## src/rtl/assert_macros.svh

```systemverilog
// Assertion macros shared by the RTL of the link reconnect backoff controller.
// No dependencies; include by bare file name.
`ifndef ASSERT_MACROS_SVH
`define ASSERT_MACROS_SVH

`ifndef SYNTHESIS
`define LRB_ASSERT(lbl, clk, rstn, prop, msg) \
    lbl: assert property (@(posedge clk) disable iff (!(rstn)) (prop)) else $error(msg);
`define LRB_NEVER(lbl, clk, rstn, cond, msg) \
    lbl: assert property (@(posedge clk) disable iff (!(rstn)) !(cond)) else $error(msg);
`else
`define LRB_ASSERT(lbl, clk, rstn, prop, msg)
`define LRB_NEVER(lbl, clk, rstn, cond, msg)
`endif

`endif

```

## src/rtl/lrb_pkg.sv

```systemverilog
// Types and constants of the link reconnect backoff controller.
// No dependencies.
`timescale 1ns / 1ps

package lrb_pkg;

    localparam int REG_W   = 22;
    localparam int RND_W   = 32;
    localparam int FIFTH_W = 20;
    localparam int REM_W   = 21;
    localparam int MS_W    = 10;
    localparam int US_W    = REG_W + MS_W;
    localparam int OUT_W   = 32;
    localparam int CNT_W   = $clog2(RND_W + 1);

    typedef logic [2:0] op_t;
    localparam op_t OP_TICK      = 3'd0;
    localparam op_t OP_LINK_LOST = 3'd1;
    localparam op_t OP_ADDR_ACQ  = 3'd2;
    localparam op_t OP_ADDR_LOST = 3'd3;
    localparam op_t OP_CONN_FAIL = 3'd4;
    localparam op_t OP_ENABLE    = 3'd5;
    localparam op_t OP_DISABLE   = 3'd6;

    typedef logic [1:0] cfg_idx_t;
    localparam cfg_idx_t CFG_RETRY_MIN = 2'd0;
    localparam cfg_idx_t CFG_RETRY_MAX = 2'd1;
    localparam cfg_idx_t CFG_TIMEOUT   = 2'd2;

    localparam logic [REG_W-1:0] RETRY_MIN_RST = 22'd1000;
    localparam logic [REG_W-1:0] RETRY_MAX_RST = 22'd60000;
    localparam logic [REG_W-1:0] TIMEOUT_RST   = 22'd30000;

    localparam logic [MS_W-1:0] US_PER_MS = 10'd1000;

    // ceil(2^24 / 5): exact floor(x / 5) for any 22-bit x
    localparam logic [REG_W-1:0] FIFTH_RECIP = 22'd3355444;
    localparam int FIFTH_SHIFT = 24;

    typedef struct packed {
        logic in_ready;
        logic capture;
        logic eval;
        logic fifth_load;
        logic rem_start;
        logic delay_load;
        logic scale_load;
        logic commit;
        logic out_load;
    } cmd_t;

    typedef struct packed {
        logic backoff_req;
        logic out_free;
    } sts_t;

endpackage

```

## src/rtl/lrb_rem.sv

```systemverilog
// Bit-serial remainder unit: one dividend bit per cycle.
// Depends on lrb_pkg.
`timescale 1ns / 1ps

module lrb_rem (
    input  logic                        aclk,
    input  logic                        aresetn,
    input  logic                        start,
    input  logic [lrb_pkg::RND_W-1:0]   dividend,
    input  logic [lrb_pkg::REM_W-1:0]   divisor,
    output logic                        done,
    output logic [lrb_pkg::REM_W-1:0]   remainder
);

    logic [lrb_pkg::RND_W-1:0] dvd_reg, dvd_next;
    logic [lrb_pkg::REM_W-1:0] dvs_reg, dvs_next;
    logic [lrb_pkg::REM_W-1:0] rem_reg, rem_next;
    logic [lrb_pkg::CNT_W-1:0] cnt_reg, cnt_next;
    logic                      done_reg, done_next;
    logic [lrb_pkg::REM_W:0]   partial;
    logic [lrb_pkg::REM_W:0]   diff;

    assign partial = {rem_reg, dvd_reg[lrb_pkg::RND_W-1]};
    assign diff    = partial - {1'b0, dvs_reg};

    always_comb begin
        dvd_next  = dvd_reg;
        dvs_next  = dvs_reg;
        rem_next  = rem_reg;
        cnt_next  = cnt_reg;
        done_next = 1'b0;
        if (start) begin
            dvd_next = dividend;
            dvs_next = divisor;
            rem_next = '0;
            cnt_next = lrb_pkg::CNT_W'(lrb_pkg::RND_W);
        end else if (cnt_reg != '0) begin
            dvd_next  = {dvd_reg[lrb_pkg::RND_W-2:0], 1'b0};
            rem_next  = (partial >= {1'b0, dvs_reg}) ? diff[lrb_pkg::REM_W-1:0]
                                                     : partial[lrb_pkg::REM_W-1:0];
            cnt_next  = cnt_reg - 1'b1;
            done_next = (cnt_reg == lrb_pkg::CNT_W'(1));
        end
    end

    always_ff @(posedge aclk) begin
        if (!aresetn) begin
            cnt_reg  <= '0;
            done_reg <= 1'b0;
        end else begin
            cnt_reg  <= cnt_next;
            done_reg <= done_next;
        end
        dvd_reg <= dvd_next;
        dvs_reg <= dvs_next;
        rem_reg <= rem_next;
    end

    assign done      = done_reg;
    assign remainder = rem_reg;

endmodule

```

## src/rtl/lrb_ctrl.sv

```systemverilog
// Sequencer of the link reconnect backoff controller.
// Depends on lrb_pkg.
`timescale 1ns / 1ps

module lrb_ctrl (
    input  logic          aclk,
    input  logic          aresetn,
    input  logic          s_tvalid,
    input  lrb_pkg::sts_t sts,
    input  logic          rem_done,
    output lrb_pkg::cmd_t cmd
);

    typedef enum logic [8:0] {
        S_IDLE    = 9'b000000001,
        S_EVAL    = 9'b000000010,
        S_FIFTH   = 9'b000000100,
        S_DIVGO   = 9'b000001000,
        S_DIVWAIT = 9'b000010000,
        S_DELAY   = 9'b000100000,
        S_SCALE   = 9'b001000000,
        S_COMMIT  = 9'b010000000,
        S_FINISH  = 9'b100000000
    } state_t;

    state_t state_reg, state_next;

    always_comb begin
        cmd        = '0;
        state_next = state_reg;
        unique case (state_reg)
            S_IDLE: begin
                cmd.in_ready = 1'b1;
                cmd.capture  = s_tvalid;
                if (s_tvalid) state_next = S_EVAL;
            end
            S_EVAL: begin
                cmd.eval   = 1'b1;
                state_next = sts.backoff_req ? S_FIFTH : S_FINISH;
            end
            S_FIFTH: begin
                cmd.fifth_load = 1'b1;
                state_next     = S_DIVGO;
            end
            S_DIVGO: begin
                cmd.rem_start = 1'b1;
                state_next    = S_DIVWAIT;
            end
            S_DIVWAIT: begin
                if (rem_done) state_next = S_DELAY;
            end
            S_DELAY: begin
                cmd.delay_load = 1'b1;
                state_next     = S_SCALE;
            end
            S_SCALE: begin
                cmd.scale_load = 1'b1;
                state_next     = S_COMMIT;
            end
            S_COMMIT: begin
                cmd.commit = 1'b1;
                state_next = S_FINISH;
            end
            S_FINISH: begin
                cmd.out_load = sts.out_free;
                if (sts.out_free) state_next = S_IDLE;
            end
            default: state_next = S_IDLE;
        endcase
    end

    always_ff @(posedge aclk) begin
        if (!aresetn) begin
            state_reg <= S_IDLE;
        end else begin
            state_reg <= state_next;
        end
    end

endmodule

```

## src/rtl/lrb_dp.sv

```systemverilog
// Datapath: configuration, link state, backoff arithmetic and result register.
// Depends on lrb_pkg; driven by lrb_ctrl, uses lrb_rem for the jitter remainder.
`timescale 1ns / 1ps

module lrb_dp #(
    parameter int TIME_BITS = 48
) (
    input  logic                            aclk,
    input  logic                            aresetn,
    input  lrb_pkg::cmd_t                   cmd,
    output lrb_pkg::sts_t                   sts,
    input  logic [((TIME_BITS+33+7)/8)*8-1:0] s_tdata,
    input  logic [2:0]                      s_tuser,
    input  logic                            cfg_valid,
    input  lrb_pkg::cfg_idx_t               cfg_index,
    input  logic [lrb_pkg::REG_W-1:0]       cfg_data,
    output logic [lrb_pkg::RND_W-1:0]       rem_dividend,
    output logic [lrb_pkg::REM_W-1:0]       rem_divisor,
    input  logic [lrb_pkg::REM_W-1:0]       rem_value,
    input  logic                            m_tready,
    output logic                            m_tvalid,
    output logic [lrb_pkg::OUT_W-1:0]       m_tdata
);

    localparam int REG_W = lrb_pkg::REG_W;

    logic [REG_W-1:0] min_reg, max_reg, tmo_reg;

    logic             en_reg, en_next;
    logic             att_reg, att_next;
    logic             conn_reg, conn_next;
    logic [REG_W-1:0] ivl_reg, ivl_next;
    logic [TIME_BITS-1:0] dl_reg, dl_next;

    lrb_pkg::op_t               op_reg;
    logic [TIME_BITS-1:0]       now_reg;
    logic [lrb_pkg::RND_W-1:0]  rnd_reg;
    logic                       match_reg;
    logic [lrb_pkg::US_W-1:0]   tmo_us_reg;

    logic                       before_reg;
    logic                       start_reg, start_next;
    logic                       drop_reg, drop_next;
    logic                       sched_reg;
    logic [REG_W-1:0]           sdly_reg;

    logic [lrb_pkg::FIFTH_W-1:0] fifth_reg;
    logic [REG_W-1:0]            delay_reg;
    logic [lrb_pkg::US_W-1:0]    dly_us_reg;
    logic [2*REG_W-1:0]          fifth_prod;

    logic                       backoff;
    logic                       due;

    logic                       mv_reg;
    logic [lrb_pkg::OUT_W-1:0]  md_reg;

    assign due        = now_reg >= dl_reg;
    assign fifth_prod = ivl_reg * lrb_pkg::FIFTH_RECIP;

    always_comb begin
        en_next    = en_reg;
        att_next   = att_reg;
        conn_next  = conn_reg;
        ivl_next   = ivl_reg;
        dl_next    = dl_reg;
        start_next = start_reg;
        drop_next  = drop_reg;
        backoff    = 1'b0;
        unique case (op_reg)
            lrb_pkg::OP_TICK: begin
                if (en_reg && !conn_reg && due) begin
                    if (att_reg) begin
                        drop_next = 1'b1;
                        backoff   = 1'b1;
                    end else begin
                        att_next   = 1'b1;
                        dl_next    = now_reg + TIME_BITS'(tmo_us_reg);
                        start_next = 1'b1;
                    end
                end
            end
            lrb_pkg::OP_LINK_LOST: begin
                conn_next = 1'b0;
                backoff   = en_reg && (conn_reg || att_reg);
            end
            lrb_pkg::OP_ADDR_ACQ: begin
                if (en_reg && match_reg) begin
                    att_next  = 1'b0;
                    ivl_next  = min_reg;
                    conn_next = 1'b1;
                end
            end
            lrb_pkg::OP_ADDR_LOST: begin
                if (en_reg) begin
                    conn_next = 1'b0;
                    att_next  = 1'b1;
                    dl_next   = now_reg;
                end
            end
            lrb_pkg::OP_CONN_FAIL: begin
                backoff = en_reg && att_reg && !conn_reg;
            end
            lrb_pkg::OP_ENABLE: begin
                att_next  = 1'b0;
                conn_next = 1'b0;
                drop_next = 1'b1;
                ivl_next  = min_reg;
                dl_next   = '0;
                en_next   = 1'b1;
            end
            lrb_pkg::OP_DISABLE: begin
                en_next   = 1'b0;
                att_next  = 1'b0;
                conn_next = 1'b0;
                drop_next = 1'b1;
            end
            default: begin
            end
        endcase
    end

    assign sts.backoff_req = backoff;
    assign sts.out_free    = !mv_reg || m_tready;

    assign rem_dividend = rnd_reg;
    assign rem_divisor  = {1'b0, fifth_reg} + 1'b1;

    always_ff @(posedge aclk) begin
        if (!aresetn) begin
            min_reg  <= lrb_pkg::RETRY_MIN_RST;
            max_reg  <= lrb_pkg::RETRY_MAX_RST;
            tmo_reg  <= lrb_pkg::TIMEOUT_RST;
            en_reg   <= 1'b0;
            att_reg  <= 1'b0;
            conn_reg <= 1'b0;
            ivl_reg  <= lrb_pkg::RETRY_MIN_RST;
            dl_reg   <= '0;
            mv_reg   <= 1'b0;
        end else begin
            if (cfg_valid) begin
                unique case (cfg_index)
                    lrb_pkg::CFG_RETRY_MIN: min_reg <= cfg_data;
                    lrb_pkg::CFG_RETRY_MAX: max_reg <= cfg_data;
                    lrb_pkg::CFG_TIMEOUT:   tmo_reg <= cfg_data;
                    default: begin
                    end
                endcase
            end
            if (cmd.eval) begin
                en_reg   <= en_next;
                att_reg  <= att_next;
                conn_reg <= conn_next;
                ivl_reg  <= ivl_next;
                dl_reg   <= dl_next;
            end
            if (cmd.commit) begin
                att_reg <= 1'b0;
                dl_reg  <= now_reg + TIME_BITS'(dly_us_reg);
                ivl_reg <= (ivl_reg >= (max_reg >> 1)) ? max_reg
                                                       : {ivl_reg[REG_W-2:0], 1'b0};
            end
            if (cmd.out_load) begin
                mv_reg <= 1'b1;
            end else if (m_tready) begin
                mv_reg <= 1'b0;
            end
        end
    end

    always_ff @(posedge aclk) begin
        if (cmd.capture) begin
            op_reg     <= s_tuser;
            now_reg    <= s_tdata[TIME_BITS-1:0];
            rnd_reg    <= s_tdata[TIME_BITS +: lrb_pkg::RND_W];
            match_reg  <= s_tdata[TIME_BITS+lrb_pkg::RND_W];
            tmo_us_reg <= tmo_reg * lrb_pkg::US_PER_MS;
            before_reg <= conn_reg;
            start_reg  <= 1'b0;
            drop_reg   <= 1'b0;
            sched_reg  <= 1'b0;
            sdly_reg   <= '0;
        end
        if (cmd.eval) begin
            start_reg <= start_next;
            drop_reg  <= drop_next;
        end
        if (cmd.fifth_load) begin
            fifth_reg <= fifth_prod[lrb_pkg::FIFTH_SHIFT +: lrb_pkg::FIFTH_W];
        end
        if (cmd.delay_load) begin
            delay_reg <= ivl_reg - REG_W'(fifth_reg) + REG_W'(rem_value);
        end
        if (cmd.scale_load) begin
            dly_us_reg <= delay_reg * lrb_pkg::US_PER_MS;
        end
        if (cmd.commit) begin
            sched_reg <= 1'b1;
            sdly_reg  <= delay_reg;
        end
        if (cmd.out_load) begin
            md_reg <= {5'b0, sdly_reg, sched_reg, drop_reg, start_reg,
                       conn_reg != before_reg, conn_reg};
        end
    end

    assign m_tvalid = mv_reg;
    assign m_tdata  = md_reg;

endmodule

```

## src/rtl/link_reconnect_backoff_controller_unit.sv

```systemverilog
// Top level of the link reconnect backoff controller.
// Depends on lrb_pkg, assert_macros.svh, lrb_ctrl, lrb_dp and lrb_rem.
//
// Usage: link events enter on the s_ stream (operation in s_tuser, time,
// random word and address-matches flag in s_tdata); one result per event
// leaves on the m_ stream. Registers (retry min, retry max, connect
// timeout, all in ms) are written through cfg_valid/cfg_index/cfg_data
// by the user only while no event is in flight; the block does not
// enforce this. cfg_ready is always high. An event that schedules no
// retry goes from evaluation straight to the finish state; one that
// schedules a retry also passes the fifth, remainder, delay, scale and
// commit states, the bit-serial jitter remainder taking 32 steps, one
// dividend bit a cycle. One event is worked on at a time; s_tready rises
// again once the result has moved into the output register.
// A finished result waits in the output register while the next event
// is accepted; a stall on m_tready holds only the event after that.
// Reset (aresetn low, synchronous) restores register defaults, clears
// the link state and empties the output register.
`timescale 1ns / 1ps
`include "assert_macros.svh"

module link_reconnect_backoff_controller_unit #(
    parameter int TIME_BITS = 48
) (
    input  logic                              aclk,
    input  logic                              aresetn,
    input  logic                              s_tvalid,
    output logic                              s_tready,
    // now_us [TIME_BITS-1:0], random_value [+32], ssid_matches [+1], zero pad
    input  logic [((TIME_BITS+33+7)/8)*8-1:0] s_tdata,
    // operation [2:0]
    input  logic [2:0]                        s_tuser,
    output logic                              m_tvalid,
    input  logic                              m_tready,
    // link_up, link_changed, start_connect, drop_link, retry_scheduled,
    // retry_delay_ms [26:5], zero pad
    output logic [lrb_pkg::OUT_W-1:0]         m_tdata,
    input  logic                              cfg_valid,
    output logic                              cfg_ready,
    input  logic [1:0]                        cfg_index,
    input  logic [lrb_pkg::REG_W-1:0]         cfg_data
);

    lrb_pkg::cmd_t              cmd;
    lrb_pkg::sts_t              sts;
    logic                       rem_done;
    logic [lrb_pkg::RND_W-1:0]  rem_dividend;
    logic [lrb_pkg::REM_W-1:0]  rem_divisor;
    logic [lrb_pkg::REM_W-1:0]  rem_value;

    assign cfg_ready = 1'b1;
    assign s_tready  = cmd.in_ready;

    lrb_ctrl u_ctrl (
        .aclk     (aclk),
        .aresetn  (aresetn),
        .s_tvalid (s_tvalid),
        .sts      (sts),
        .rem_done (rem_done),
        .cmd      (cmd)
    );

    lrb_rem u_rem (
        .aclk      (aclk),
        .aresetn   (aresetn),
        .start     (cmd.rem_start),
        .dividend  (rem_dividend),
        .divisor   (rem_divisor),
        .done      (rem_done),
        .remainder (rem_value)
    );

    lrb_dp #(
        .TIME_BITS (TIME_BITS)
    ) u_dp (
        .aclk         (aclk),
        .aresetn      (aresetn),
        .cmd          (cmd),
        .sts          (sts),
        .s_tdata      (s_tdata),
        .s_tuser      (s_tuser),
        .cfg_valid    (cfg_valid),
        .cfg_index    (cfg_index),
        .cfg_data     (cfg_data),
        .rem_dividend (rem_dividend),
        .rem_divisor  (rem_divisor),
        .rem_value    (rem_value),
        .m_tready     (m_tready),
        .m_tvalid     (m_tvalid),
        .m_tdata      (m_tdata)
    );

    `LRB_ASSERT(a_load_when_free, aclk, aresetn, cmd.out_load |-> sts.out_free, "result overwritten")
    `LRB_ASSERT(a_one_at_a_time, aclk, aresetn, (s_tvalid && s_tready) |=> !s_tready, "second item taken")
    `LRB_ASSERT(a_start_then_busy, aclk, aresetn, cmd.rem_start |=> !rem_done, "remainder done too early")
    `LRB_ASSERT(a_cmd_onehot, aclk, aresetn, $onehot0({cmd.eval, cmd.fifth_load, cmd.rem_start, cmd.delay_load, cmd.scale_load, cmd.commit, cmd.out_load}), "overlapping commands")

endmodule
```

## config.mk

```make
export PLATFORM = sky130hd
export DESIGN_NAME = link_reconnect_backoff_controller_unit
export DESIGN_NICKNAME = d
export VERILOG_FILES = /design/src/rtl/lrb_pkg.sv /design/src/rtl/lrb_rem.sv /design/src/rtl/lrb_ctrl.sv /design/src/rtl/lrb_dp.sv /design/src/rtl/link_reconnect_backoff_controller_unit.sv
export VERILOG_INCLUDE_DIRS = /design/src /design/src/rtl
export SDC_FILE = /design/constraint.sdc
export NUM_CORES = 2
export LEC_CHECK = 0
export ABC_CLOCK_PERIOD_IN_PS = 6400
export BUFFER_PORTS_ARGS = -buffer_cell sky130_fd_sc_hd__buf_4
export CELL_PAD_IN_SITES_DETAIL_PLACEMENT = 0
export CELL_PAD_IN_SITES_GLOBAL_PLACEMENT = 2
export CORE_ASPECT_RATIO = 0.5
export CORE_UTILIZATION = 38
export CTS_CLUSTER_DIAMETER = 60
export DETAILED_ROUTE_END_ITERATION = 10
export HOLD_SLACK_MARGIN = 0.05
export PLACE_DENSITY = 0.76
export SLEW_MARGIN = 20
export SYNTH_ARGS = -nofsm -noshare
export SYNTH_HDL_FRONTEND = slang
export SYNTH_SLANG_ARGS = --single-unit
```

## constraint.sdc

```tcl
create_clock -name aclk -period 6.4 [get_ports aclk]
set_input_delay 1.28 -clock aclk [delete_from_list [all_inputs] [get_ports aclk]]
set_output_delay 1.28 -clock aclk [all_outputs]
set_load 0.02 [all_outputs]
```

# Word-level counts from Yosys, hierarchy flattened
# Index checks and enable logic that the tools add are counted.
# Widths: inputs -> output; s select.
[totals] register_bits=467 input_bits=120 out_inout_bits=35 elab_cells=172
[classes] add_sub_neg=7 multipliers=3 order_cmp=3 eq_ne=35 n_mux=53 bitwise_logic=2 n_reduce_logical=39
[op_table] cell="$mux 48" count=5
[op_table] cell="$pmux 48 s3" count=1
[op_table] cell="$mux 22" count=6
[op_table] cell="$add 48x32->48" count=2
[op_table] cell="$pmux 9 s9" count=1
[op_table] cell="$mux 32" count=2
[op_table] cell="$mul 22x7->29 const B" count=2
[op_table] cell="$ge 48x48->1" count=1
[op_table] cell="$ge 22x21->1" count=2
[op_table] cell="$pmux 22 s2" count=1
[op_table] cell="$mul 22x20->42 const B" count=1
[op_table] cell="$mux 9" count=4
[op_table] cell="$mux 1" count=24
[op_table] cell="$add 22x21->22" count=1
[op_table] cell="$sub 22x20->22" count=1
[op_table] cell="$add 20x1->21 const B" count=1
[op_table] cell="$mux 21" count=1
[op_table] cell="$sub 21x21->21" count=1
[op_table] cell="$ne 3x2->1 const B" count=6
[op_table] cell="$ne 2x1->1 const B" count=7
[op_table] cell="$mux 6" count=2
[op_table] cell="$reduce_and 4->1" count=3
[op_table] cell="$reduce_bool 2->1" count=6
[op_table] cell="$reduce_and 5->1" count=2
[op_table] cell="36 further kinds" count=59

# Longest topological paths before layout
[logic_depth] depth_word=7 mapped_depth=25 mapped_depth_nobuf=25

# Hierarchy
# From an unflattened synthesis, not the netlist that was laid out.
[unflattened] hier_cells=3882 hier_area_um2=39615.5
[modules_own_cells] module="lrb_dp" instances=1 cells_each=3376 area_per_inst_um2=34520.6 seq_area_each_um2=9909.5
[modules_own_cells] module="lrb_rem" instances=1 cells_each=440 area_per_inst_um2=4570.6 seq_area_each_um2=2152.1
[modules_own_cells] module="lrb_ctrl" instances=1 cells_each=64 area_per_inst_um2=513.0 seq_area_each_um2=180.2
[modules_own_cells] module="link_reconnect_backoff_controller_unit" instances=1 cells_each=2 area_per_inst_um2=11.3 seq_area_each_um2=0.0

# Least setup slack after synthesis
# OpenSTA, ideal clock, no wires.
[synth_timing] path_type="register to register" startpoint="register u_dp.ivl_reg[2]" endpoint="register u_dp.fifth_reg[19] (netlist bit), data pin" setup_ns=0.260 arrival_ns=6.170 required_time_ns=6.140 slack_ns=-0.030 stages_incl_launch_ff=23 n_path_buf=0 period_less_slack_ns=6.430 path_cell_list="dfxtp_1 ha_1 xor2_1 ha_1 or2_2 fa_1 fa_1 fa_1 fa_1 inv_1 fa_1 inv_1 ha_1 nand2_1 or3_1 o221ai_1 a21oi_1 o31a_1 and4b_1 nor3_1 nor2_1 a211o_1 xnor2_1"
[synth_between] elab_chain_len=1
[synth_lines] element="from (decl)" line_no="lrb_dp.sv:32" source="logic [REG_W-1:0] ivl_reg, ivl_next;"
[synth_lines] element="from (signal assigned)" line_no="lrb_dp.sv:137" source="ivl_reg <= lrb_pkg::RETRY_MIN_RST;"
[synth_lines] element="from (signal assigned)" line_no="lrb_dp.sv:154" source="ivl_reg <= ivl_next;"
[synth_lines] element="from (signal assigned)" line_no="lrb_dp.sv:160" source="ivl_reg <= (ivl_reg >= (max_reg >> 1)) ? max_reg"
[synth_lines] element="$mul 22x20->42" line_no="lrb_dp.sv:59" source="assign fifth_prod = ivl_reg * lrb_pkg::FIFTH_RECIP;"
[synth_lines] element="named net u_dp.fifth_prod[43]" line_no="lrb_dp.sv:50" source="logic [2*REG_W-1:0] fifth_prod;"
[synth_lines] element="to (signal assigned)" line_no="lrb_dp.sv:189" source="fifth_reg <= fifth_prod[lrb_pkg::FIFTH_SHIFT +: lrb_pkg::FIFTH_W];"
[synth_lines] element="to (decl)" line_no="lrb_dp.sv:47" source="logic [lrb_pkg::FIFTH_W-1:0] fifth_reg;"
# The timed path passes the listed nets, and every way through them passes these cells.
# A chain may end at the register's enable or synchronous reset.

# Worst setup path after layout
[layout_timing] startpoint="register u_dp.ivl_reg[1]" endpoint="register u_dp.fifth_reg[16] (netlist bit), data pin"
# The elaborated chain is that of the path after synthesis.

==> out/qor.csv <==
metric,value,unit
cpPeakStageDelay,550,ps
place_congestion,0.8667,
postCtsHoldBufs,0,
crit_family,adder cells,
cp.arrival,6660,ps
placed_cells,5351,
cts.path.max_buffers,3,
synth_ff_type,edfxtp_1,
fin_crit_sh,97.91,%
grt_pass1_wl,164500,um
first_iter_violations,1348,
clock_sinks,467,
vias,27860,
fin_skew,15.06,ps
grt_usage,20.26,%
syn_area,39170,um2
r2r_setup_slack,130,ps
core_area,101200,um2
seq_area_frac_synth,31.26,%
drv_cap,0,
clock_latency,640,ps
worst_slew_pin_slew,1016,ps
cts_made_buffers,50,
row_count,82,
wl_per_cell,19.34,um
port_buffers,141,
end_kind,flip-flop,
cts_max_level,2,
crit_fanout,4,
synthArstFlopShare,0,%
layoutNonFillerInstCount,5451,
antenna_found_initial,8,
path_clk_slew,70,ps
power,12.42,mW
ant_nets,0,
cp_slowest_cell,fa_1,
viasPerCell,5.111,
required,6800,ps
ys_types,89,
grt-ovfl-total,0,
fin_crit,6266,ps
start_util,38.72,%
synth_warnings,0,
cpMostUsedCell,fa_1,
startpoint_type,flip-flop,
irDropWorstVdd,0.2006,mV
status,completed,
drt_pass1_iterations,5,
grt_max_degree,64,
fillers,9686,
final_common_cell,inv_1,
p_per_area,278.2,nW/um2
cp_cell_sequence,ha_4 -> xor2_4 -> ha_4 -> or2_4 -> fa_1 -> fa_1 -> fa_1 -> fa_1 -> inv_1 -> fa_1 -> inv_2 -> ha_4 -> nand2_1 -> or3_4 -> o221ai_2 -> a21oi_2 -> o31a_1 -> and4b_2 -> buf_6 -> o31a_1 -> nor2b_1 -> nor2_1 -> xnor2_1,
finalSetupTns,0,ps
final_cell_mix,"inv_1, ha_1, nand2_1, fa_1, edfxtp_1",
ys_ff_latch,467,
register_area,12290,um2
tritoncts,yes,
drc_errors,0,
layout-drive-gt1-share,11.45,%
maxSlewViolCount,0,
syn_area_per_cell,10.23,um2
final_net_count,5034,
setup_violations,0,
dp_hpwl,83950,um
relSlewSlack,32.21,%
cts-root-buf,clkbuf_16,
timing.fmax,159.6,MHz
synth_edf_count,289,
multiInputGateArea,25000,um2
grt_pass1_vias,28560,
die_h,229.0,um
path_class,flip-flop to flip-flop,
netlist_instances,3830,
leakage,20.18,nW
io-pin-count,155,
syn_to_final_growth,14.01,%
hold_path.class,flip-flop to flip-flop,
die_area,104400,um2
path_buf_inv,3,
drt_wl_total,105400,um
die_w,456.0,um
hold_violations,0,
[power by group]
group | internal, mW | switching [mW] | leakage (nW) | total [mW]
Sequential | 3.88 | 0.309 | 4.20 | 4.19
Combinational | 2.12 | 3.06 | 15.2 | 5.18
Clock | 1.65 | 1.40 | 0.816 | 3.05
Total | 7.65 | 4.77 | 20.2 | 12.4
[worst paths after layout]
kind / from / endpoint / cells past startpoint
worst max-delay path: u_dp.ivl_reg[1] / u_dp.fifth_reg[16] / 23
worst min-delay path: u_dp.sdly_reg[1] / u_dp.m_tdata[6] / 0
worst max register to register: u_dp.ivl_reg[1] / u_dp.fifth_reg[16] / 23
worst min register to register: u_dp.sdly_reg[1] / u_dp.m_tdata[6] / 0
[area by class of cell]
class	instances	share of cell area (%)
Tap cell	1344	3.766
Timing Repair Buffer	279	4.708
Antenna cell	3	0.01681
Inverter	504	4.242
Clock inverter	34	0.7874
Multi-Input combinational cell	2760	55.98
Clock buffer	60	2.979
Sequential cell	467	27.52
[worst register-to-register path, stage by stage, from the launching register on]
cell	delay (ps)
dfxtp_4	370
ha_4	240
xor2_4	200
ha_4	160
or2_4	230
fa_1	510
fa_1	550
fa_1	520
fa_1	490
inv_1	50
fa_1	490
inv_2	50
ha_4	260
nand2_1	40
or3_4	370
o221ai_2	160
a21oi_2	70
o31a_1	320
and4b_2	280
buf_6	130
o31a_1	260
nor2b_1	110
nor2_1	60
xnor2_1	110
[logic make-up after synthesis]
| kind of cell | count (synthesis) | share of synthesized area (%) |
|---|---|---|
| mux | 51 | 1.351 |
| simple gates | 914 | 10.99 |
| fa+ha+maj | 852 | 33.54 |
| xor+xnor | 188 | 4.204 |
| buf+inv | 607 | 5.955 |
| other cells | 2 | 0.01917 |
| flops | 467 | 31.26 |
| compound gates | 749 | 12.68 |
[Yosys cell counts, types with 17 or more instances]
| master | n | area (um2) |
|---|---|---|
| ha_1 | 522 | 6531 |
| inv_1 | 503 | 1888 |
| nand2_1 | 355 | 1333 |
| fa_1 | 330 | 6606 |
| edfxtp_1 | 289 | 8678 |
| nor2_1 | 193 | 724.4 |
| a21oi_1 | 192 | 960.9 |
| dfxtp_1 | 178 | 3563 |
| o21ai_0 | 138 | 690.7 |
| xnor2_1 | 119 | 1042 |
| a21o_1 | 84 | 630.6 |
| nand3_1 | 77 | 385.4 |
| clkbuf_1 | 73 | 274.0 |
| xor2_1 | 69 | 604.3 |
| a21boi_0 | 52 | 390.4 |
| nor3_1 | 47 | 235.2 |
| and2_1 | 41 | 256.5 |
| o21a_1 | 39 | 292.8 |
| mux2i_1 | 36 | 360.4 |
| nand2b_1 | 33 | 206.5 |
| nand4_1 | 33 | 206.5 |
| nor2b_1 | 32 | 200.2 |
| a211oi_1 | 29 | 217.7 |
| o211ai_1 | 29 | 217.7 |
| and3_1 | 25 | 156.4 |
| a211o_1 | 17 | 148.9 |
[metrics by stage]
| step | area, um2 | hold slack, ps | setup WS (ps) | util (%) |
|---|---|---|---|---|
| 2_1_floorplan | 39180 | 400.3 | 74.20 | - |
| 3_3_place_gp | 42530 | 402.5 | -242.0 | 42.04 |
| 3_5_place_dp | 42530 | 404.5 | -309.1 | 42.04 |
| 4_1_cts | 44230 | 416.4 | 4.451 | 43.73 |
| 5_1_grt | 44650 | 422.1 | -27.51 | 44.14 |
| 6_report | 44650 | 421.9 | 133.8 | 44.14 |
[layer usage]
metal / global-route usage (%) / up-vias / share of wire (%)
li1: - / 13690 / -
met1: 29.40 / 13670 / 50
met2: 31.95 / 410 / 44
met3: 2.705 / 99 / 3.8
met4: 4.804 / 2 / 2.1
met5: 0 / - / 0.0066
[repair_timing]
action / CTS / global route
buffers inserted: 0 / 3
resized for setup: 4 / 75
pin swaps: 7 / 54
endpoints found under the setup margin: 5 / 10
(Power assumes the default switching activity.)
